[config.mk]
export PLATFORM = sky130hd
export DESIGN_NAME = tap_hold_radial_selector_top
export DESIGN_NICKNAME = d
export VERILOG_FILES = /design/src/rtl/thrs_pkg.sv /design/src/rtl/thrs_ctrl.sv /design/src/rtl/thrs_sector.sv /design/src/rtl/tap_hold_radial_selector_top.sv
export SDC_FILE = /design/constraint.sdc
export NUM_CORES = 2
export LEC_CHECK = 0
export ABC_AREA = 1
export BUFFER_PORTS_ARGS = -buffer_cell sky130_fd_sc_hd__buf_2
export CAP_MARGIN = 20
export CORE_MARGIN = 3
export CORE_UTILIZATION = 32
export DETAILED_ROUTE_END_ITERATION = 6
export GPL_ROUTABILITY_DRIVEN = 0
export PLACE_DENSITY = 0.56
export SLEW_MARGIN = 10
export SYNTH_ARGS = -nofsm -noshare
export SYNTH_HDL_FRONTEND = slang
export SYNTH_SLANG_ARGS = --single-unit
[constraint.sdc]
create_clock -name i_clk -period 9.9 [get_ports i_clk]
set_input_delay 2.475 -clock i_clk [delete_from_list [all_inputs] [get_ports i_clk]]
set_output_delay 2.475 -clock i_clk [all_outputs]
set_load 0.05 [all_outputs]
[src/rtl/thrs_pkg.sv]
// Shared types, constants and register indexes for the tap/hold radial selector.
package thrs_pkg;

    localparam int COORD_BITS    = 16;
    localparam int MAG_BITS      = COORD_BITS;
    localparam int KEY_BITS      = 8;
    localparam int HOLD_BITS     = 16;
    localparam int RAD_BITS      = 15;
    localparam int CFG_IDX_BITS  = 2;
    localparam int CFG_DATA_BITS = 16;
    localparam int SECTOR_BITS   = 3;

    // tan(22.5 deg) in Q16
    localparam int FRAC_BITS = 16;
    localparam int TAN_BITS  = 15;
    localparam logic [TAN_BITS-1:0] TAN_22_5_Q16 = 15'd27146;

    localparam int CMP_BITS = MAG_BITS + FRAC_BITS;
    localparam int SQ_BITS  = (2 * MAG_BITS + 1 > 2 * RAD_BITS) ? 2 * MAG_BITS + 1 : 2 * RAD_BITS;

    localparam logic [CFG_IDX_BITS-1:0] CFG_TARGET_KEY  = 2'd0;
    localparam logic [CFG_IDX_BITS-1:0] CFG_HOLD_TICKS  = 2'd1;
    localparam logic [CFG_IDX_BITS-1:0] CFG_DEAD_ZONE   = 2'd2;
    localparam logic [CFG_IDX_BITS-1:0] CFG_HOOK_ENABLE = 2'd3;

    localparam logic [KEY_BITS-1:0]  RST_TARGET_KEY = 8'd173;
    localparam logic [HOLD_BITS-1:0] RST_HOLD_TICKS = 16'd150;
    localparam logic [RAD_BITS-1:0]  RST_DEAD_ZONE  = 15'd60;

    localparam logic [SECTOR_BITS-1:0] SEC_UP         = 3'd0;
    localparam logic [SECTOR_BITS-1:0] SEC_UP_RIGHT   = 3'd1;
    localparam logic [SECTOR_BITS-1:0] SEC_RIGHT      = 3'd2;
    localparam logic [SECTOR_BITS-1:0] SEC_DOWN_RIGHT = 3'd3;
    localparam logic [SECTOR_BITS-1:0] SEC_DOWN       = 3'd4;
    localparam logic [SECTOR_BITS-1:0] SEC_DOWN_LEFT  = 3'd5;
    localparam logic [SECTOR_BITS-1:0] SEC_LEFT       = 3'd6;
    localparam logic [SECTOR_BITS-1:0] SEC_UP_LEFT    = 3'd7;

    typedef enum logic [2:0] {
        ACT_PASS    = 3'd0,
        ACT_SWALLOW = 3'd1,
        ACT_TAP     = 3'd2,
        ACT_SECTOR  = 3'd3,
        ACT_OPENED  = 3'd4,
        ACT_EMPTY   = 3'd5
    } t_action;

    typedef struct packed {
        logic                         operation;
        logic                         hook_action;
        logic [KEY_BITS-1:0]          key_code;
        logic                         key_down;
        logic                         injected;
        logic signed [COORD_BITS-1:0] cursor_x;
        logic signed [COORD_BITS-1:0] cursor_y;
        logic signed [COORD_BITS-1:0] center_x;
        logic signed [COORD_BITS-1:0] center_y;
    } t_in_word;

    typedef struct packed {
        t_action                action;
        logic [SECTOR_BITS-1:0] sector;
        logic                   menu_visible;
    } t_out_word;

    typedef struct packed {
        logic [KEY_BITS-1:0]  target_key;
        logic [HOLD_BITS-1:0] hold_ticks;
        logic [RAD_BITS-1:0]  dead_zone_radius;
        logic                 hook_enable;
    } t_cfg;

    // Classified item on its way to the sector stages
    typedef struct packed {
        t_action             action;
        logic                menu_visible;
        logic [MAG_BITS-1:0] ax;
        logic [MAG_BITS-1:0] ay;
        logic                dx_pos;
        logic                dy_pos;
        logic                dy_neg;
    } t_cls_word;

endpackage

[src/rtl/thrs_ctrl.sv]
// Hotkey state (held flag, menu flag, hold count) and per-word classification stage.
module thrs_ctrl import thrs_pkg::*; (
    input  logic      i_clk,
    input  logic      i_rst_n,
    input  logic      i_valid,
    input  t_in_word  i_word,
    output logic      o_ready,
    input  t_cfg      i_cfg,
    input  logic      i_cfg_clear,
    output logic      o_valid,
    output t_cls_word o_word,
    input  logic      i_ready
);

    logic                 r_key_held, n_key_held;
    logic                 r_menu_open, n_menu_open;
    logic [HOLD_BITS-1:0] r_hold_count, n_hold_count;
    logic                 r_valid;
    t_cls_word            r_word, n_word;

    logic                  load;
    logic                  hit;
    logic [HOLD_BITS-1:0]  cnt_inc;
    logic signed [COORD_BITS:0] dx, dy;

    assign o_ready = !r_valid || i_ready;
    assign load    = i_valid && o_ready;

    assign hit = i_cfg.hook_enable && i_word.hook_action && !i_word.injected &&
                 (i_word.key_code == i_cfg.target_key);

    assign cnt_inc = (r_hold_count == {HOLD_BITS{1'b1}}) ? r_hold_count
                                                         : r_hold_count + 1'b1;

    assign dx = {i_word.cursor_x[COORD_BITS-1], i_word.cursor_x}
              - {i_word.center_x[COORD_BITS-1], i_word.center_x};
    assign dy = {i_word.center_y[COORD_BITS-1], i_word.center_y}
              - {i_word.cursor_y[COORD_BITS-1], i_word.cursor_y};

    always_comb begin
        n_key_held   = r_key_held;
        n_menu_open  = r_menu_open;
        n_hold_count = r_hold_count;
        n_word       = '0;
        n_word.action = ACT_PASS;

        if (i_word.operation) begin
            if (i_cfg.hook_enable && r_key_held && !r_menu_open) begin
                n_hold_count = cnt_inc;
                if (cnt_inc >= i_cfg.hold_ticks) begin
                    n_menu_open   = 1'b1;
                    n_word.action = ACT_OPENED;
                end
            end
        end else if (hit) begin
            if (i_word.key_down) begin
                if (!r_key_held) begin
                    n_key_held   = 1'b1;
                    n_hold_count = '0;
                end
                n_word.action = ACT_SWALLOW;
            end else begin
                n_key_held   = 1'b0;
                n_hold_count = '0;
                if (r_menu_open) begin
                    n_menu_open   = 1'b0;
                    n_word.action = ACT_SECTOR;   // may turn into ACT_EMPTY later
                end else begin
                    n_word.action = ACT_TAP;
                end
            end
        end

        n_word.menu_visible = n_menu_open;
        n_word.ax     = dx[COORD_BITS] ? MAG_BITS'(-dx) : MAG_BITS'(dx);
        n_word.ay     = dy[COORD_BITS] ? MAG_BITS'(-dy) : MAG_BITS'(dy);
        n_word.dx_pos = !dx[COORD_BITS] && (dx != '0);
        n_word.dy_pos = !dy[COORD_BITS] && (dy != '0);
        n_word.dy_neg = dy[COORD_BITS];
    end

    always_ff @(posedge i_clk) begin
        if (!i_rst_n) begin
            r_key_held   <= 1'b0;
            r_menu_open  <= 1'b0;
            r_hold_count <= '0;
            r_valid      <= 1'b0;
        end else begin
            if (i_cfg_clear) begin
                r_key_held   <= 1'b0;
                r_menu_open  <= 1'b0;
                r_hold_count <= '0;
            end else if (load) begin
                r_key_held   <= n_key_held;
                r_menu_open  <= n_menu_open;
                r_hold_count <= n_hold_count;
            end
            if (o_ready) begin
                r_valid <= i_valid;
            end
        end
    end

    always_ff @(posedge i_clk) begin
        if (load) begin
            r_word <= n_word;
        end
    end

    assign o_valid = r_valid;
    assign o_word  = r_word;

endmodule

[src/rtl/thrs_sector.sv]
// Squares and tangent products, then dead-zone test and sector pick into the result register.
module thrs_sector import thrs_pkg::*; (
    input  logic                i_clk,
    input  logic                i_rst_n,
    input  logic                i_valid,
    input  t_cls_word           i_word,
    output logic                o_ready,
    input  logic [RAD_BITS-1:0] i_radius,
    output logic                o_valid,
    output t_out_word           o_word,
    input  logic                i_stall
);

    // product stage
    logic                      r_p_valid;
    t_cls_word                 r_p_word;
    logic [2*MAG_BITS-1:0]     r_sq_x, r_sq_y, n_sq_x, n_sq_y;
    logic [2*RAD_BITS-1:0]     r_sq_r, n_sq_r;
    logic [MAG_BITS+TAN_BITS-1:0] r_ax_t, r_ay_t, n_ax_t, n_ay_t;
    logic                      p_ready;
    logic                      p_load;

    // result stage
    logic                      r_valid;
    t_out_word                 r_word, n_word;
    logic                      o_load;
    logic [SQ_BITS-1:0]        dist_sq;
    logic                      outside;
    logic                      near_vert, near_horz;

    assign o_load  = !r_valid || !i_stall;
    assign p_ready = o_load;
    assign o_ready = !r_p_valid || p_ready;
    assign p_load  = i_valid && o_ready;

    assign n_sq_x = i_word.ax * i_word.ax;
    assign n_sq_y = i_word.ay * i_word.ay;
    assign n_sq_r = i_radius * i_radius;
    assign n_ax_t = i_word.ax * TAN_22_5_Q16;
    assign n_ay_t = i_word.ay * TAN_22_5_Q16;

    always_ff @(posedge i_clk) begin
        if (p_load) begin
            r_p_word <= i_word;
            r_sq_x   <= n_sq_x;
            r_sq_y   <= n_sq_y;
            r_sq_r   <= n_sq_r;
            r_ax_t   <= n_ax_t;
            r_ay_t   <= n_ay_t;
        end
    end

    assign dist_sq   = SQ_BITS'(r_sq_x) + SQ_BITS'(r_sq_y);
    assign outside   = dist_sq >= SQ_BITS'(r_sq_r);
    assign near_vert = {r_p_word.ax, {FRAC_BITS{1'b0}}} < CMP_BITS'(r_ay_t);
    assign near_horz = {r_p_word.ay, {FRAC_BITS{1'b0}}} < CMP_BITS'(r_ax_t);

    always_comb begin
        n_word              = '0;
        n_word.action       = r_p_word.action;
        n_word.menu_visible = r_p_word.menu_visible;
        if (r_p_word.action == ACT_SECTOR) begin
            if (!outside) begin
                n_word.action = ACT_EMPTY;
            end else if (r_p_word.ax == '0 && r_p_word.ay == '0) begin
                n_word.sector = SEC_UP;
            end else if (near_vert) begin
                n_word.sector = r_p_word.dy_pos ? SEC_UP : SEC_DOWN;
            end else if (near_horz) begin
                n_word.sector = r_p_word.dx_pos ? SEC_RIGHT : SEC_LEFT;
            end else if (r_p_word.dx_pos) begin
                n_word.sector = r_p_word.dy_pos ? SEC_UP_RIGHT : SEC_DOWN_RIGHT;
            end else begin
                n_word.sector = r_p_word.dy_neg ? SEC_DOWN_LEFT : SEC_UP_LEFT;
            end
        end
    end

    always_ff @(posedge i_clk) begin
        if (!i_rst_n) begin
            r_p_valid <= 1'b0;
            r_valid   <= 1'b0;
        end else begin
            if (o_ready) begin
                r_p_valid <= i_valid;
            end
            if (o_load) begin
                r_valid <= r_p_valid;
            end
        end
    end

    always_ff @(posedge i_clk) begin
        if (o_load && r_p_valid) begin
            r_word <= n_word;
        end
    end

    assign o_valid = r_valid;
    assign o_word  = r_word;

endmodule

[src/rtl/tap_hold_radial_selector_top.sv]
// Top level of the tap/hold radial selector: config registers, input register, stage hookup.
//
//  Channel | Direction | Handshake            | Word
//  --------+-----------+----------------------+-------------------------------
//  in      | to block  | i_valid / o_stall    | i_word  (t_in_word)
//  out     | from block| o_valid / i_stall    | o_word  (t_out_word)
//  config  | to block  | i_cfg_we             | i_cfg_idx, i_cfg_data
//
// One word per cycle sustained while i_stall is low; a result is registered in turn in the
// input register (at acceptance), then the classification, product and result registers.
// Hold state updates as a word leaves the input register, so back-to-back words
// see each other's effect. Stalls collapse bubbles stage by stage.
// Reset is synchronous; o_stall is high during reset, config returns to its defaults
// and all valid flags and the hotkey state clear.
module tap_hold_radial_selector_top import thrs_pkg::*; (
    input  logic                     i_clk,
    input  logic                     i_rst_n,
    input  logic                     i_valid,
    output logic                     o_stall,
    input  t_in_word                 i_word,
    output logic                     o_valid,
    input  logic                     i_stall,
    output t_out_word                o_word,
    input  logic                     i_cfg_we,
    input  logic [CFG_IDX_BITS-1:0]  i_cfg_idx,
    input  logic [CFG_DATA_BITS-1:0] i_cfg_data
);

    t_cfg      r_cfg;
    logic      cfg_clear;
    logic      r_in_valid;
    t_in_word  r_in_word;
    logic      in_ready;
    logic      ctrl_ready;
    logic      cls_valid;
    t_cls_word cls_word;
    logic      sec_ready;

    assign cfg_clear = i_cfg_we && (i_cfg_idx == CFG_HOOK_ENABLE) && !i_cfg_data[0];

    always_ff @(posedge i_clk) begin
        if (!i_rst_n) begin
            r_cfg.target_key       <= RST_TARGET_KEY;
            r_cfg.hold_ticks       <= RST_HOLD_TICKS;
            r_cfg.dead_zone_radius <= RST_DEAD_ZONE;
            r_cfg.hook_enable      <= 1'b1;
        end else if (i_cfg_we) begin
            case (i_cfg_idx)
                CFG_TARGET_KEY:  r_cfg.target_key       <= i_cfg_data[KEY_BITS-1:0];
                CFG_HOLD_TICKS:  r_cfg.hold_ticks       <= i_cfg_data[HOLD_BITS-1:0];
                CFG_DEAD_ZONE:   r_cfg.dead_zone_radius <= i_cfg_data[RAD_BITS-1:0];
                CFG_HOOK_ENABLE: r_cfg.hook_enable      <= i_cfg_data[0];
                default: begin
                end
            endcase
        end
    end

    assign in_ready = !r_in_valid || ctrl_ready;
    assign o_stall  = !in_ready || !i_rst_n;

    always_ff @(posedge i_clk) begin
        if (!i_rst_n) begin
            r_in_valid <= 1'b0;
        end else if (in_ready) begin
            r_in_valid <= i_valid;
        end
    end

    always_ff @(posedge i_clk) begin
        if (in_ready && i_valid) begin
            r_in_word <= i_word;
        end
    end

    thrs_ctrl u_ctrl (
        .i_clk       (i_clk),
        .i_rst_n     (i_rst_n),
        .i_valid     (r_in_valid),
        .i_word      (r_in_word),
        .o_ready     (ctrl_ready),
        .i_cfg       (r_cfg),
        .i_cfg_clear (cfg_clear),
        .o_valid     (cls_valid),
        .o_word      (cls_word),
        .i_ready     (sec_ready)
    );

    thrs_sector u_sector (
        .i_clk    (i_clk),
        .i_rst_n  (i_rst_n),
        .i_valid  (cls_valid),
        .i_word   (cls_word),
        .o_ready  (sec_ready),
        .i_radius (r_cfg.dead_zone_radius),
        .o_valid  (o_valid),
        .o_word   (o_word),
        .i_stall  (i_stall)
    );

endmodule
# [Yosys cells after proc, flatten, opt, wreduce, memory -nomap -nowiden]
# Index checks and enable logic that the tools add are counted.
[classes] n_reduce_logical=45 addsub=6 bitwise_logic=4 order_cmp=4 eq_ne=8 n_mul=5 n_mux=31
[ops] operator="$mux W16" count=8
[ops] operator="$lt A32 B31 Y1" count=2
[ops] operator="$mul A16 B16 Y32" count=2
[ops] operator="$mul A16 B14 Y30 const B" count=2
[ops] operator="$mux W3" count=13
[ops] operator="$reduce_bool A17 Y1" count=2
[ops] operator="$sub A16 B16 Y17" count=2
[ops] operator="$add A32 B32 Y33" count=1
[ops] operator="$ge A33 B30 Y1" count=1
[ops] operator="$logic_not A16 Y1" count=2
[ops] operator="$neg A16 Y16" count=2
[ops] operator="$mul A15 B15 Y30" count=1
[ops] operator="$add A16 B1 Y16 const B" count=1
[ops] operator="$eq A16 B16 Y1 const B" count=1
[ops] operator="$ge A16 B16 Y1" count=1
[ops] operator="$logic_and A1 B1 Y1" count=14
[ops] operator="$logic_not A1 Y1" count=12
[ops] operator="$eq A8 B8 Y1" count=1
[ops] operator="$reduce_and A2 Y1" count=4
[ops] operator="$mux W1" count=7
[ops] operator="$mux W6" count=1
[ops] operator="$logic_or A1 B1 Y1" count=5
[ops] operator="$eq A2 B2 Y1 const B" count=2
[ops] operator="$mux W2" count=2
[ops] operator="11 further kinds" count=14
[totals] wordCells=145 output_inout_bits=9 inputBits=99 ff_bits=377

# [Logic depth before layout (Yosys ltp)]
[logic_depth] ltp_word=7 ltp_mapped=28 ltp_nobuf=27

# [By module]
# From an unflattened synthesis, not the netlist that was laid out.
[unflattened] hier_cells=5437 area_unflattened_um2=47181.5
[by_module_without_submodules] module="thrs_sector" n_inst=1 cells_per_inst=4171 seq_area_each_um2=5775.5 area_per_inst_um2=37118.1
[by_module_without_submodules] module="thrs_ctrl" n_inst=1 cells_per_inst=945 seq_area_each_um2=1551.5 area_per_inst_um2=6057.1
[by_module_without_submodules] module="tap_hold_radial_selector_top" n_inst=1 cells_per_inst=321 seq_area_each_um2=3103.0 area_per_inst_um2=4006.3

# [Least setup slack after synthesis]
# No wires, ideal clock.
[synth_timing] kind="input to register" start="input i_stall" end="register u_sector.r_p_word (netlist bit u_sector.n_word[0]) (enable)" arrival_time_ns=6.241 setup_ns=0.536 required_ns=9.364 stages=5 setup_slack_ns=3.123 path_buffers=0 path_cell_list="nand2_1 -> nor2_1 -> inv_1 -> nand2_1 -> inv_1"
[synth_between] elab_chain_cells=4
[synth_lines] element="from (decl)" line="tap_hold_radial_selector_top.sv:22" rtl="input logic i_stall,"
[synth_lines] element="$logic_not A1 Y1" line="thrs_sector.sv:31" rtl="assign o_load = !r_valid || !i_stall;"
[synth_lines] element="$logic_or A1 B1 Y1" line="thrs_sector.sv:31"
[synth_lines] element="$logic_or A1 B1 Y1" line="thrs_sector.sv:33" rtl="assign o_ready = !r_p_valid || p_ready;"
[synth_lines] element="$logic_and A1 B1 Y1" line="thrs_sector.sv:34" rtl="assign p_load = i_valid && o_ready;"
[synth_lines] element="net u_sector.p_load" line="thrs_sector.sv:21" rtl="logic p_load;"
[synth_lines] element="to (signal assigned)" line="thrs_sector.sv:44" rtl="r_p_word <= i_word;"
[synth_lines] element="to (decl)" line="thrs_sector.sv:16" rtl="t_cls_word r_p_word;"
# The timed path passes the listed nets, and every way through them passes these cells.
# A chain may end at the register's enable or synchronous reset.

# [Worst setup path after layout]
[layout_timing] start="register u_ctrl.r_word (netlist bit u_ctrl.o_word[27])" end="register u_sector.r_sq_x[27] (data pin)"
[layout_between] elab_chain_cells=1
[layout_lines] element="from (decl)" line="thrs_ctrl.sv:19" rtl="t_cls_word r_word, n_word;"
[layout_lines] element="from (signal assigned)" line="thrs_ctrl.sv:106" rtl="r_word <= n_word;"
[layout_lines] element="$mul A16 B16 Y32" line="thrs_sector.sv:36" rtl="assign n_sq_x = i_word.ax * i_word.ax;"
[layout_lines] element="net u_sector.n_sq_x[27]" line="thrs_sector.sv:17" rtl="logic [2*MAG_BITS-1:0] r_sq_x, r_sq_y, n_sq_x, n_sq_y;"
[layout_lines] element="to (signal assigned)" line="thrs_sector.sv:45" rtl="r_sq_x <= n_sq_x;"
[layout_lines] element="to (decl)" line="thrs_sector.sv:17"
# The timed path passes the listed nets, and every way through them passes these cells.

==> results.json <==
{
  "status": "completed",
  "holdBufCountCts": 0,
  "yosys-top-cells-area": "fa_1, edfxtp_1, ha_1",
  "post-route-period-util_pct": 65.5,
  "initialDrtViolationCount": 1969,
  "worst-slew-pin-transition_ps": 1050,
  "ys_seq_area_share_pct": 22.3,
  "num_vias": 34300,
  "worst_slack_ps": 3420,
  "grt_overflow": 0,
  "cts_sinks": 368,
  "io_buffers": 107,
  "post-place-cells": 7291,
  "io_pins": 108,
  "final_util_pct": 35.3,
  "clockBufferDepth": 3,
  "setup_tns_ps": 0,
  "setup_violations": 0,
  "ys_types": 58,
  "yosys_most_used_dff": "edfxtp_1",
  "cpMostUsedCell": "inv_1",
  "cts.clk_slew.worst_paths_ps": 60,
  "pre_cts_ws_ps": 3490,
  "core_um2": 144000,
  "cp-start-kind": "flop",
  "drt_wl_total_um": 115000,
  "synth_top_area_cell": "fa_1",
  "drc": 0,
  "synth_top_area_share_pct": 23.1,
  "critPathSlowestCell": "edfxtp_1",
  "via_per_inst": 4.64,
  "drive_gt1_share_pct": 5.26,
  "grt_max_degree": 79,
  "grtUsageTotal_pct": 15.3,
  "path_class": "flop to flop",
  "cts_resized": 0,
  "maxSlewViolCount": 0,
  "cts_root_buf": "clkbuf_16",
  "cp_cell_sequence": "ha_1 -> inv_1 -> fa_1 -> inv_1 -> fa_1 -> inv_1 -> fa_1 -> inv_1 -> fa_1 -> fa_1 -> inv_1 -> fa_1 -> inv_1 -> ha_1 -> nand2_1 -> inv_1 -> nand3_1 -> nor3_1 -> nand4_1 -> nand3_1 -> a21o_1 -> nand2_1 -> nand3_1 -> nand2_1",
  "crit_arrival_ps": 6830,
  "ys_warn_count": 0,
  "post_cts_buffers": 0,
  "max_freq_mhz": 154,
  "grt_pass1_vias": 34800,
  "slowest_delay_ps": 880,
  "die-area_um2": 151000,
  "dieHeight_um": 388,
  "synth_edf_count": 306,
  "synthTopCellsByCount": "inv_1, nand2_1, ha_1",
  "async_reset_ff_share_pct": 0,
  "cts_tree": "built",
  "drt_pass1_iterations": 7,
  "ff2ff_setup_slack_ps": 3420,
  "area_growth_pct": 9.04,
  "skew_ps": 21.4,
  "hold_class": "flop to flop",
  "rsz0062_at_grt": "no",
  "synth_most_common_cell": "inv_1",
  "final_cells": 7377,
  "relSlewSlack_pct": 29.7,
  "clk_latency_ps": 610,
  "avgRoutedWirePerCell_um": 15.6,
  "fillers": 14800,
  "cp.required_ps": 10250,
  "dp_hpwl_um": 96500,
  "cp_max_fo": 19,
  "initial_core_util_pct": 32.4,
  "final_nets": 6746,
  "htree_levels": 2,
  "syn_inst": 5339,
  "antenna_found_initial": 4,
  "syn_area_per_cell_um2": 8.75,
  "cts_made_buffers": 46,
  "min_period_ps": 6480,
  "syn-cell-area_um2": 46700,
  "grt_pass1_wl_um": 186000,
  "synthesis.nets": 6649,
  "hold_viol_final": 0,
  "synth_seq_cells": 368,
  "die_w_um": 388,
  "end_kind": "flop",
  "drv_cap": 0,
  "rows": 139,
  "ant_nets": 0
}
cell families (layout without fill, tap and decap cells):
| family | Yosys count | after routing | share of synthesized area [%] |
|---|---|---|---|
| other cells | 0 | 3 | 0 |
| simple gates | 1572 | 1572 | 14.4 |
| buf+inv | 1419 | 1551 | 11.5 |
| fa+ha+maj | 1211 | 1211 | 41.1 |
| flops | 368 | 368 | 22.3 |
| xor+xnor | 225 | 225 | 4.32 |
| mux | 2 | 2 | 0.0455 |
| compound gates | 542 | 542 | 6.34 |
per-layer routing:
layer | part of all wire (%) | track usage [%] | routed length, µm | vias to the layer above
li1 | - | - | - | 16900
met1 | 46 | 21.0 | 52900 | 16500
met2 | 46 | 25.1 | 52400 | 760
met3 | 5.2 | 2.20 | 6020 | 144
met4 | 2.9 | 4.50 | 3370 | 2
met5 | 0.010 | 0 | 12 | -
worst paths after layout:
kind,startpoint,to,cells past startpoint
worst max-delay path,u_ctrl.o_word[27],u_sector.r_sq_x[27],24
worst min-delay path,u_ctrl.o_word[37],u_sector.r_p_word[37],0
worst max register to register,u_ctrl.o_word[27],u_sector.r_sq_x[27],24
worst min register to register,u_ctrl.o_word[37],u_sector.r_p_word[37],0
sequential cells by signal (all words and copies together), names as in the netlist:
register and cells:
r_in_word 76, u_sector.r_sq_y 30, u_sector.n_word 1, r_in_valid 1
u_ctrl.r_hold_count 16, u_ctrl.r_menu_open 1, u_sector.r_ax_t 28, u_sector.r_sq_x 30
r_cfg 40, u_sector.r_p_word 38, u_ctrl.r_key_held 1, u_sector.o_word 7
u_sector.o_valid 1, u_ctrl.o_valid 1, u_sector.r_sq_r 29, u_sector.r_ay_t 28
u_ctrl.o_word 39, u_sector.r_p_valid 1
final cells by class:
type	instances	area, µm²	area share, %
Multi-Input combinational cell	3552	30900	60.7
Tap cell	1903	2380	4.68
Sequential cell	368	10400	20.5
Timing Repair Buffer	121	641	1.26
Clock inverter	24	258	0.506
Antenna cell	3	7.51	0.0147
Inverter	1347	5060	9.95
Clock buffer	59	1220	2.40
through the flow:
step,hold WS (ps),instance area (µm²)
after floorplan,400,46700
after global placement,405,49400
after detailed placement,407,49400
after CTS,424,50900
after global routing,424,50900
final,420,50900
critical path, delay by kind of cell (launching register included):
family | cells | cell delay (ps)
flip-flops | 1 | 880
buffers and inverters | 7 | 460
adder cells (fa/ha/maj) | 8 | 3720
AND/OR/NAND/NOR | 8 | 990
AO/OA/AOI/OAI | 1 | 170
cells in the final DEF (no fill, tap or decap), drive strengths merged, types with 25 or more instances in the layout:
cell type / Yosys / layout
inv: 1342 / 1346
nand2: 987 / 987
ha: 672 / 672
fa: 539 / 539
edfxtp: 306 / 306
a21oi: 306 / 306
nor2: 264 / 264
nand3: 168 / 168
o21ai: 148 / 148
xor2: 143 / 143
buf: 5 / 121
xnor2: 82 / 82
dfxtp: 62 / 62
clkbuf: 67 / 59
nand4: 53 / 53
nor3: 40 / 40
nor4: 26 / 26
a21o: 25 / 25
Power is left out: the tool's default activity adds up to more than one toggle a clock period on the data nets, which glitch-free logic cannot reach.
